[src/rtl/core/dbli_pkg.sv]
// shared constants, types and helpers for the drift bitmap longest island block
package dbli_pkg;

  localparam int unsigned RAW_W       = 27;
  localparam int unsigned POS_W       = 5;
  localparam int unsigned SCAN_BITS   = 20;
  localparam int unsigned LATE_START  = 18;
  localparam int unsigned EARLY_TRAIL = 8;
  localparam int unsigned HT_GAP_A    = 7;
  localparam int unsigned HT_GAP_B    = 15;
  localparam int unsigned FIRST_BIT   = 24;
  localparam int unsigned MIN_RUN     = 1;

  // candidate runs start at positions 2 .. LATE_START-1
  localparam int unsigned NCAND  = LATE_START - 2;
  localparam int unsigned GROUP  = 4;
  localparam int unsigned NGROUP = NCAND / GROUP;

  typedef logic [POS_W-1:0] pos_t;

  typedef struct packed {
    pos_t len;
    pos_t lead;
  } cand_t;

  // word bit holding scan position p, skipping the high-threshold bits
  function automatic int unsigned word_bit(int unsigned p);
    int unsigned b;
    if (p <= HT_GAP_A) begin
      b = FIRST_BIT + 1 - p;
    end else if (p <= HT_GAP_B) begin
      b = FIRST_BIT - p;
    end else begin
      b = FIRST_BIT - 1 - p;
    end
    return b;
  endfunction

  // b comes later in the scan, so it wins a tie
  function automatic cand_t pick_later(cand_t a, cand_t b);
    cand_t r;
    r = (b.len >= a.len) ? b : a;
    return r;
  endfunction

endpackage

[src/rtl/core/dbli_ifs.sv]
// valid/ready channel interfaces for readout words and island results
interface dbli_in_if;
  logic                        valid;
  logic                        ready;
  logic [dbli_pkg::RAW_W-1:0]  raw_word;

  modport source (output valid, output raw_word, input ready);
  modport sink   (input valid, input raw_word, output ready);
endinterface

interface dbli_out_if;
  logic              valid;
  logic              ready;
  dbli_pkg::pos_t    leading_edge;
  dbli_pkg::pos_t    trailing_edge;

  modport source (output valid, output leading_edge, output trailing_edge, input ready);
  modport sink   (input valid, input leading_edge, input trailing_edge, output ready);
endinterface

[src/rtl/core/drift_bitmap_longest_island.sv]
// top level: four-stage pipeline finding the longest island of set time bits
//
// in_ch carries one 27-bit readout word per transaction; out_ch returns one
// result per word, leading_edge and trailing_edge, in the same order.
// each word goes through four register stages: time-bit extraction, run
// length per candidate start (one priority encoder per start), a 16-to-4
// compare, then a 4-to-1 compare with the edge fixup into the output
// register. throughput is one word per cycle while out_ch is not stalled;
// the stages hold no state between words. every stage carries a valid
// bit and advances when the stage after it is empty or moving, so a
// stall on out_ch backs up stage by stage and in_ch drops ready only
// when all four stages are full. nothing is lost or repeated across a
// stall.
// reset (rst_n low at a clock edge) empties the pipeline; results in flight
// are discarded and in_ch is ready on the next cycle.
module drift_bitmap_longest_island (
  input logic             clk,
  input logic             rst_n,
  dbli_in_if.sink         in_ch,
  dbli_out_if.source      out_ch
);

  localparam int unsigned SB = dbli_pkg::SCAN_BITS;
  localparam int unsigned PW = dbli_pkg::POS_W;
  localparam int unsigned NC = dbli_pkg::NCAND;
  localparam int unsigned NG = dbli_pkg::NGROUP;
  localparam int unsigned GS = dbli_pkg::GROUP;

  logic a_vld_r, b_vld_r, c_vld_r, d_vld_r;
  logic a_adv, b_adv, c_adv, d_adv;

  // the last scan position is always clear, so only positions 1..SB-1 are kept
  logic [SB-1:1]          a_scan_r, a_scan_nxt;
  dbli_pkg::cand_t        b_cand_r [NC];
  dbli_pkg::cand_t        b_cand_nxt [NC];
  dbli_pkg::cand_t        c_cand_r [NG];
  dbli_pkg::cand_t        c_cand_nxt [NG];
  dbli_pkg::pos_t         d_lead_r, d_lead_nxt;
  dbli_pkg::pos_t         d_trail_r, d_trail_nxt;

  assign d_adv = !d_vld_r || out_ch.ready;
  assign c_adv = !c_vld_r || d_adv;
  assign b_adv = !b_vld_r || c_adv;
  assign a_adv = !a_vld_r || b_adv;
  assign in_ch.ready = a_adv;

  always_ff @(posedge clk) begin
    if (!rst_n) begin
      a_vld_r <= 1'b0;
      b_vld_r <= 1'b0;
      c_vld_r <= 1'b0;
      d_vld_r <= 1'b0;
    end else begin
      if (a_adv) a_vld_r <= in_ch.valid;
      if (b_adv) b_vld_r <= a_vld_r;
      if (c_adv) c_vld_r <= b_vld_r;
      if (d_adv) d_vld_r <= c_vld_r;
    end
  end

  // stage a: pull the time bits out of the word in scan order
  for (genvar p = 1; p < SB; p++) begin : g_scan
    localparam int unsigned WB = dbli_pkg::word_bit(p);
    assign a_scan_nxt[p] = in_ch.raw_word[WB];
  end

  always_ff @(posedge clk) begin
    if (a_adv && in_ch.valid) begin
      a_scan_r <= a_scan_nxt;
    end
  end

  // stage b: a run starts where a set bit follows a clear one; its end is the
  // first clear position after the start
  always_comb begin
    dbli_pkg::pos_t end_pos;
    dbli_pkg::pos_t len;
    for (int i = 0; i < NC; i++) begin
      end_pos = PW'(SB);
      for (int p = SB - 1; p > i + 2; p--) begin
        if (!a_scan_r[p]) end_pos = PW'(p);
      end
      len = end_pos - PW'(i + 2);
      if (a_scan_r[i + 2] && !a_scan_r[i + 1] && (len > PW'(dbli_pkg::MIN_RUN))) begin
        b_cand_nxt[i].len  = len;
        b_cand_nxt[i].lead = PW'(i + 2);
      end else begin
        b_cand_nxt[i] = '0;
      end
    end
  end

  always_ff @(posedge clk) begin
    if (b_adv && a_vld_r) begin
      b_cand_r <= b_cand_nxt;
    end
  end

  // stage c: reduce each group of candidates, later start wins a tie
  always_comb begin
    dbli_pkg::cand_t best;
    for (int g = 0; g < NG; g++) begin
      best = b_cand_r[g * GS];
      for (int k = 1; k < GS; k++) begin
        best = dbli_pkg::pick_later(best, b_cand_r[g * GS + k]);
      end
      c_cand_nxt[g] = best;
    end
  end

  always_ff @(posedge clk) begin
    if (c_adv && b_vld_r) begin
      c_cand_r <= c_cand_nxt;
    end
  end

  // stage d: final pick and trailing edge
  always_comb begin
    dbli_pkg::cand_t best;
    dbli_pkg::pos_t  trail;
    best = c_cand_r[0];
    for (int g = 1; g < NG; g++) begin
      best = dbli_pkg::pick_later(best, c_cand_r[g]);
    end
    trail = best.lead + best.len - PW'(1);
    d_lead_nxt = best.lead;
    if ((best.len == '0) || (trail < PW'(dbli_pkg::EARLY_TRAIL))) begin
      d_trail_nxt = '0;
    end else begin
      d_trail_nxt = trail;
    end
  end

  always_ff @(posedge clk) begin
    if (d_adv && c_vld_r) begin
      d_lead_r  <= d_lead_nxt;
      d_trail_r <= d_trail_nxt;
    end
  end

  assign out_ch.valid         = d_vld_r;
  assign out_ch.leading_edge  = d_lead_r;
  assign out_ch.trailing_edge = d_trail_r;

endmodule

[src/flat_wrapper.sv]
// flat-port wrapper written by rule: the top's interface ports become plain ports
module drift_bitmap_longest_island_flat 
  (clk, rst_n, in_ch_valid, in_ch_raw_word, in_ch_ready, out_ch_valid, out_ch_leading_edge, out_ch_trailing_edge, out_ch_ready);
  dbli_in_if in_ch_i ();
  dbli_out_if out_ch_i ();
  input logic clk;
  input logic rst_n;
  input wire logic [$bits(in_ch_i.valid)-1:0] in_ch_valid;
  input wire logic [$bits(in_ch_i.raw_word)-1:0] in_ch_raw_word;
  output wire logic [$bits(in_ch_i.ready)-1:0] in_ch_ready;
  output wire logic [$bits(out_ch_i.valid)-1:0] out_ch_valid;
  output wire logic [$bits(out_ch_i.leading_edge)-1:0] out_ch_leading_edge;
  output wire logic [$bits(out_ch_i.trailing_edge)-1:0] out_ch_trailing_edge;
  input wire logic [$bits(out_ch_i.ready)-1:0] out_ch_ready;
  assign in_ch_i.valid = in_ch_valid;
  assign in_ch_i.raw_word = in_ch_raw_word;
  assign in_ch_ready = in_ch_i.ready;
  assign out_ch_valid = out_ch_i.valid;
  assign out_ch_leading_edge = out_ch_i.leading_edge;
  assign out_ch_trailing_edge = out_ch_i.trailing_edge;
  assign out_ch_i.ready = out_ch_ready;
  drift_bitmap_longest_island u_core (.clk(clk), .rst_n(rst_n), .in_ch(in_ch_i), .out_ch(out_ch_i));
endmodule
[config.mk]
export PLATFORM = sky130hd
export DESIGN_NAME = drift_bitmap_longest_island_flat
export DESIGN_NICKNAME = d
export VERILOG_FILES = /design/src/rtl/core/dbli_pkg.sv /design/src/rtl/core/dbli_ifs.sv /design/src/rtl/core/drift_bitmap_longest_island.sv /design/src/flat_wrapper.sv
export SDC_FILE = /design/constraint.sdc
export NUM_CORES = 1
export LEC_CHECK = 0
export ABC_CLOCK_PERIOD_IN_PS = 11300
export BUFFER_PORTS_ARGS = -buffer_cell sky130_fd_sc_hd__clkbuf_2
export CAP_MARGIN = 20
export CORE_MARGIN = 2
export CORE_UTILIZATION = 50
export CTS_CLUSTER_DIAMETER = 40
export CTS_CLUSTER_SIZE = 24
export DETAILED_ROUTE_END_ITERATION = 16
export GPL_ROUTABILITY_DRIVEN = 0
export PLACE_DENSITY_LB_ADDON = 0.12
export REMOVE_ABC_BUFFERS = 1
export SLEW_MARGIN = 20
export SYNTH_ARGS = -nofsm -noshare
export SYNTH_HDL_FRONTEND = slang
export SYNTH_SLANG_ARGS = --single-unit
export TNS_END_PERCENT = 20
[constraint.sdc]
create_clock -name clk -period 11.3 [get_ports clk]
set_input_delay 2.26 -clock clk [delete_from_list [all_inputs] [get_ports clk]]
set_output_delay 2.26 -clock clk [all_outputs]
set_load 0.02 [all_outputs]
==> results.tsv <==
stage	metric	value	unit
pwr	p_per_area	128	nW/µm²
timing	layout_worst_path_cycle_share	0.726	
layout	drive_gt1_frac	0.124	
pwr	total_power	0.00141	W
global_routing	antenna_found_initial	0	
clocking	cts.hold.buffers_added	0	
timing	tightest_slew	994	ps
global_routing	grt_max_degree	68	
layout	final_nets	1095	
hold_path	min_path_type	reg2reg	
yosys	synth_flop_cell	edfxtp_1	
detailed_routing	dr.pass1.iters	6	
yosys	synth_area_leader_cell	edfxtp_1	
clocking	cts_tree	yes	
pwr	clkPwrFrac	0.385	
clocking	cts_setup_buffers	0	
run	cap_viol_max_count	0	
yosys	syn_avg_cell_area	10.8	µm²
critical_path	path_class	reg2reg	
detailed_routing	routed.top_layer	met4	
status	status	finished, final reports clean	
yosys	ys_types	85	
layout	finalInstanceArea	11000	µm²
critical_path	critPathRequiredTime	11460	ps
yosys	async_reset_ff_frac	0	
die	die_w	145	µm
die	ios	43	
global_routing	grt_pass1_wl	31000	µm
placed_design	dp_hpwl	14000	µm
yosys	ys_top_cells_by_area	edfxtp_1, ha_1, mux2i_1, inv_1, nand2_1	
detailed_routing	dr.first_iter.drc_count	386	
clocking	clk_pin_slew	60	ps
yosys	synthCells	922	
global_routing	grt-ovfl-total	0	
clocking	cts_made_buffers	17	
yosys	synth_top_cell_area_share	0.460	
placed_design	portBuffers	34	
clocking	ctsResizeCount	0	
die	dieArea	21100	µm²
detailed_routing	routed-wl-met3	499	µm
detailed_routing	vias	6547	
timing	hold_slack	481	ps
timing	slew_headroom	0.334	
detailed_routing	post_drt_wl_per_cell	14.8	µm
critical_path	critPathCaptureType	register	
timing	rsz0062_at_grt	no	
yosys	yosysSeqAreaShare	0.468	
placed_design	dp.cells	1209	
critical_path	crit_fanout	18	
timing	maxSlewViolCount	0	
detailed_routing	wl_met1	9470	µm
detailed_routing	via_per_inst	5.28	
timing	setup_tns	0	ps
detailed_routing	drc	0	
layout	diodes	0	
die	fp.coreArea	19500	µm²
critical_path	start_kind	register	
pwr	ir_drop	101	µV
pwr	seqPwrFrac	0.480	
yosys	synth_edf_count	153	
pwr	p_leak	4.58	nW
yosys	synth_area	9980	µm²
critical_path	critPathLaunch	u_core.c_cand_r[29]	
critical_path	worstReg2RegStart	u_core.c_cand_r[29]	
pwr	switching_power	0.000367	W
detailed_routing	wirelength	18300	µm
timing	period_minus_slack	8210	ps
clocking	cts-root-buf	clkbuf_16	
timing	hold_violations	0	
yosys	synth-seq-cells	157	
pwr	sw_frac_of_total	0.260	
clocking	cts_max_path_buffers	2	
timing	skew	9.88	ps
timing	setup_violations	0	
yosys	yosysWarningCount	0	
layout	syn_to_final_growth	10.4	%
hold_path	min_from	u_core.c_vld_r	
pwr	pwr-share-comb	0.134	
global_routing	grt_pass1_vias	6197	
placed_design	place_area	10500	µm²
pwr	internal-power	0.00104	W
clocking	clk_latency	420	ps
detailed_routing	wl_met2	8210	µm
global_routing	globalRouteTotalUtil	0.183	
clocking	cts_sinks	157	
clocking	h-tree-depth	4	
detailed_routing	drtAntennaViolNets	0	
layout	instances_no_fill	1241	
die	die_h	145	µm
die	rows	51	
critical_path	critPathArrivalTime	8370	ps
die	start_util	0.511	
timing	fmax	122	MHz
layout by cell type, fill, tap and decap left out, types with 4 or more instances in the layout:
master	n
a2111oi_0	4
a211oi_1	9
a21o_1	34
a21oi_1	25
a21oi_2	6
a31oi_1	8
and2_1	18
and3_1	5
clkbuf_16	17
clkbuf_2	34
clkinvlp_4	4
conb_1	8
dfxtp_1	4
edfxtp_1	153
ha_1	100
inv_1	101
inv_2	4
inv_6	4
mux2_1	5
mux2_2	14
mux2i_1	40
nand2_1	74
nand2b_1	27
nand3_1	15
nand4_1	6
nor2_1	64
nor2b_1	15
nor3_1	14
nor3b_1	7
nor4_1	4
o211ai_1	4
o21a_1	21
o21ai_0	26
o21ai_1	7
o31ai_1	4
xnor2_1	7
xor2_1	7
Yosys cell counts, drive strengths merged (9+ instances only):
master / instances
buf: 10
mux2i: 41
o21a: 21
a21oi: 31
and2: 19
nor2b: 17
nand2: 75
nor3: 15
ha: 100
clkbuf: 12
a21o: 34
nand2b: 27
a31oi: 10
inv: 105
nor2: 65
edfxtp: 153
a211oi: 9
o21ai: 35
mux2: 21
nand3: 16
cells by family (layout without fill, tap and decap cells):
group                    after synthesis  in the layout  share of synthesized area
other                                  1              8                   0.000376
XOR/XNOR                              14             14                     0.0123
buffers and inverters                127            174                     0.0493
AND/OR/NAND/NOR                      270            270                      0.135
AO/OA/AOI/OAI                        190            190                      0.141
multiplexers                          62             62                     0.0660
flip-flops                           157            157                      0.468
adder cells (fa/ha/maj)              101            101                      0.127
state kept, by name, summed over array words and instances, names as in the netlist, named ones only:
name                         flops
u_core.out_ch.trailing_edge      5
u_core.b_cand_r                 91
u_core.a_scan_r                 19
u_core.c_cand_r                 31
u_core.a_vld_r                   1
u_core.b_vld_r                   1
u_core.c_vld_r                   1
u_core.out_ch.leading_edge       5
u_core.out_ch.valid              1
critical path, cell delays in order (launching register included):
cell and delay, ps:
edfxtp_1 480, ha_1 400, a21o_1 270, a21oi_2 510, mux2_2 440, ha_1 310
nand2b_1 240, a2111oi_4 380, o21ai_2 170, a31o_2 270, a31oi_1 800, o21ai_0 230
ha_1 370, and2_1 180, a221o_1 540, nor3_2 340, mux2_4 350, ha_1 190
inv_1 90, ha_1 230, a21o_1 170, a21oi_1 160, xnor2_1 160, xnor2_1 100
and4_1 220, nor3_1 270, nor3b_1 90
power by group through the flow:
stage | Sequential [W] | Combinational, W | Clock, W
global placement | 0.000690 | 0.000188 | 0
finish | 0.000678 | 0.000190 | 0.000544
detailed placement | 0.000691 | 0.000190 | 0
floorplan | 0.000691 | 0.000146 | 0
global route | 0.000680 | 0.000219 | 0.000582
CTS | 0.000678 | 0.000192 | 0.000558
through the flow:
stage          setup slack [ps]   util
5_1_grt                    2480  0.564
2_1_floorplan              1470      -
3_5_place_dp               3100  0.535
6_report                   3090  0.564
4_1_cts                    3090  0.564
3_3_place_gp               3150  0.535
final cells by class:
class                   count  area, µm²
flip-flops and latches    157       4670
multi-input cells         645       4860
fillers                  1732       8510
repair buffers             37        193
clock inverters            15        138
clock buffers              17        425
well taps                 265        332
inverters                 105        394
worst paths after layout:
kind,depth (start not counted),end,slack (ps)
setup / recovery,26,u_core.out_ch.trailing_edge[2],3090
hold / removal,1,u_core.out_ch.valid,480
setup reg to reg,26,u_core.out_ch.trailing_edge[2],3090
hold reg to reg,1,u_core.out_ch.valid,480
routing by layer:
metal / track usage / vias to the layer above
li1: - / 3425
met3: 0.0245 / 11
met2: 0.280 / 102
met1: 0.270 / 3009
met5: 0 / -
met4: 0.0618 / 0
(Power assumes the default switching activity.)
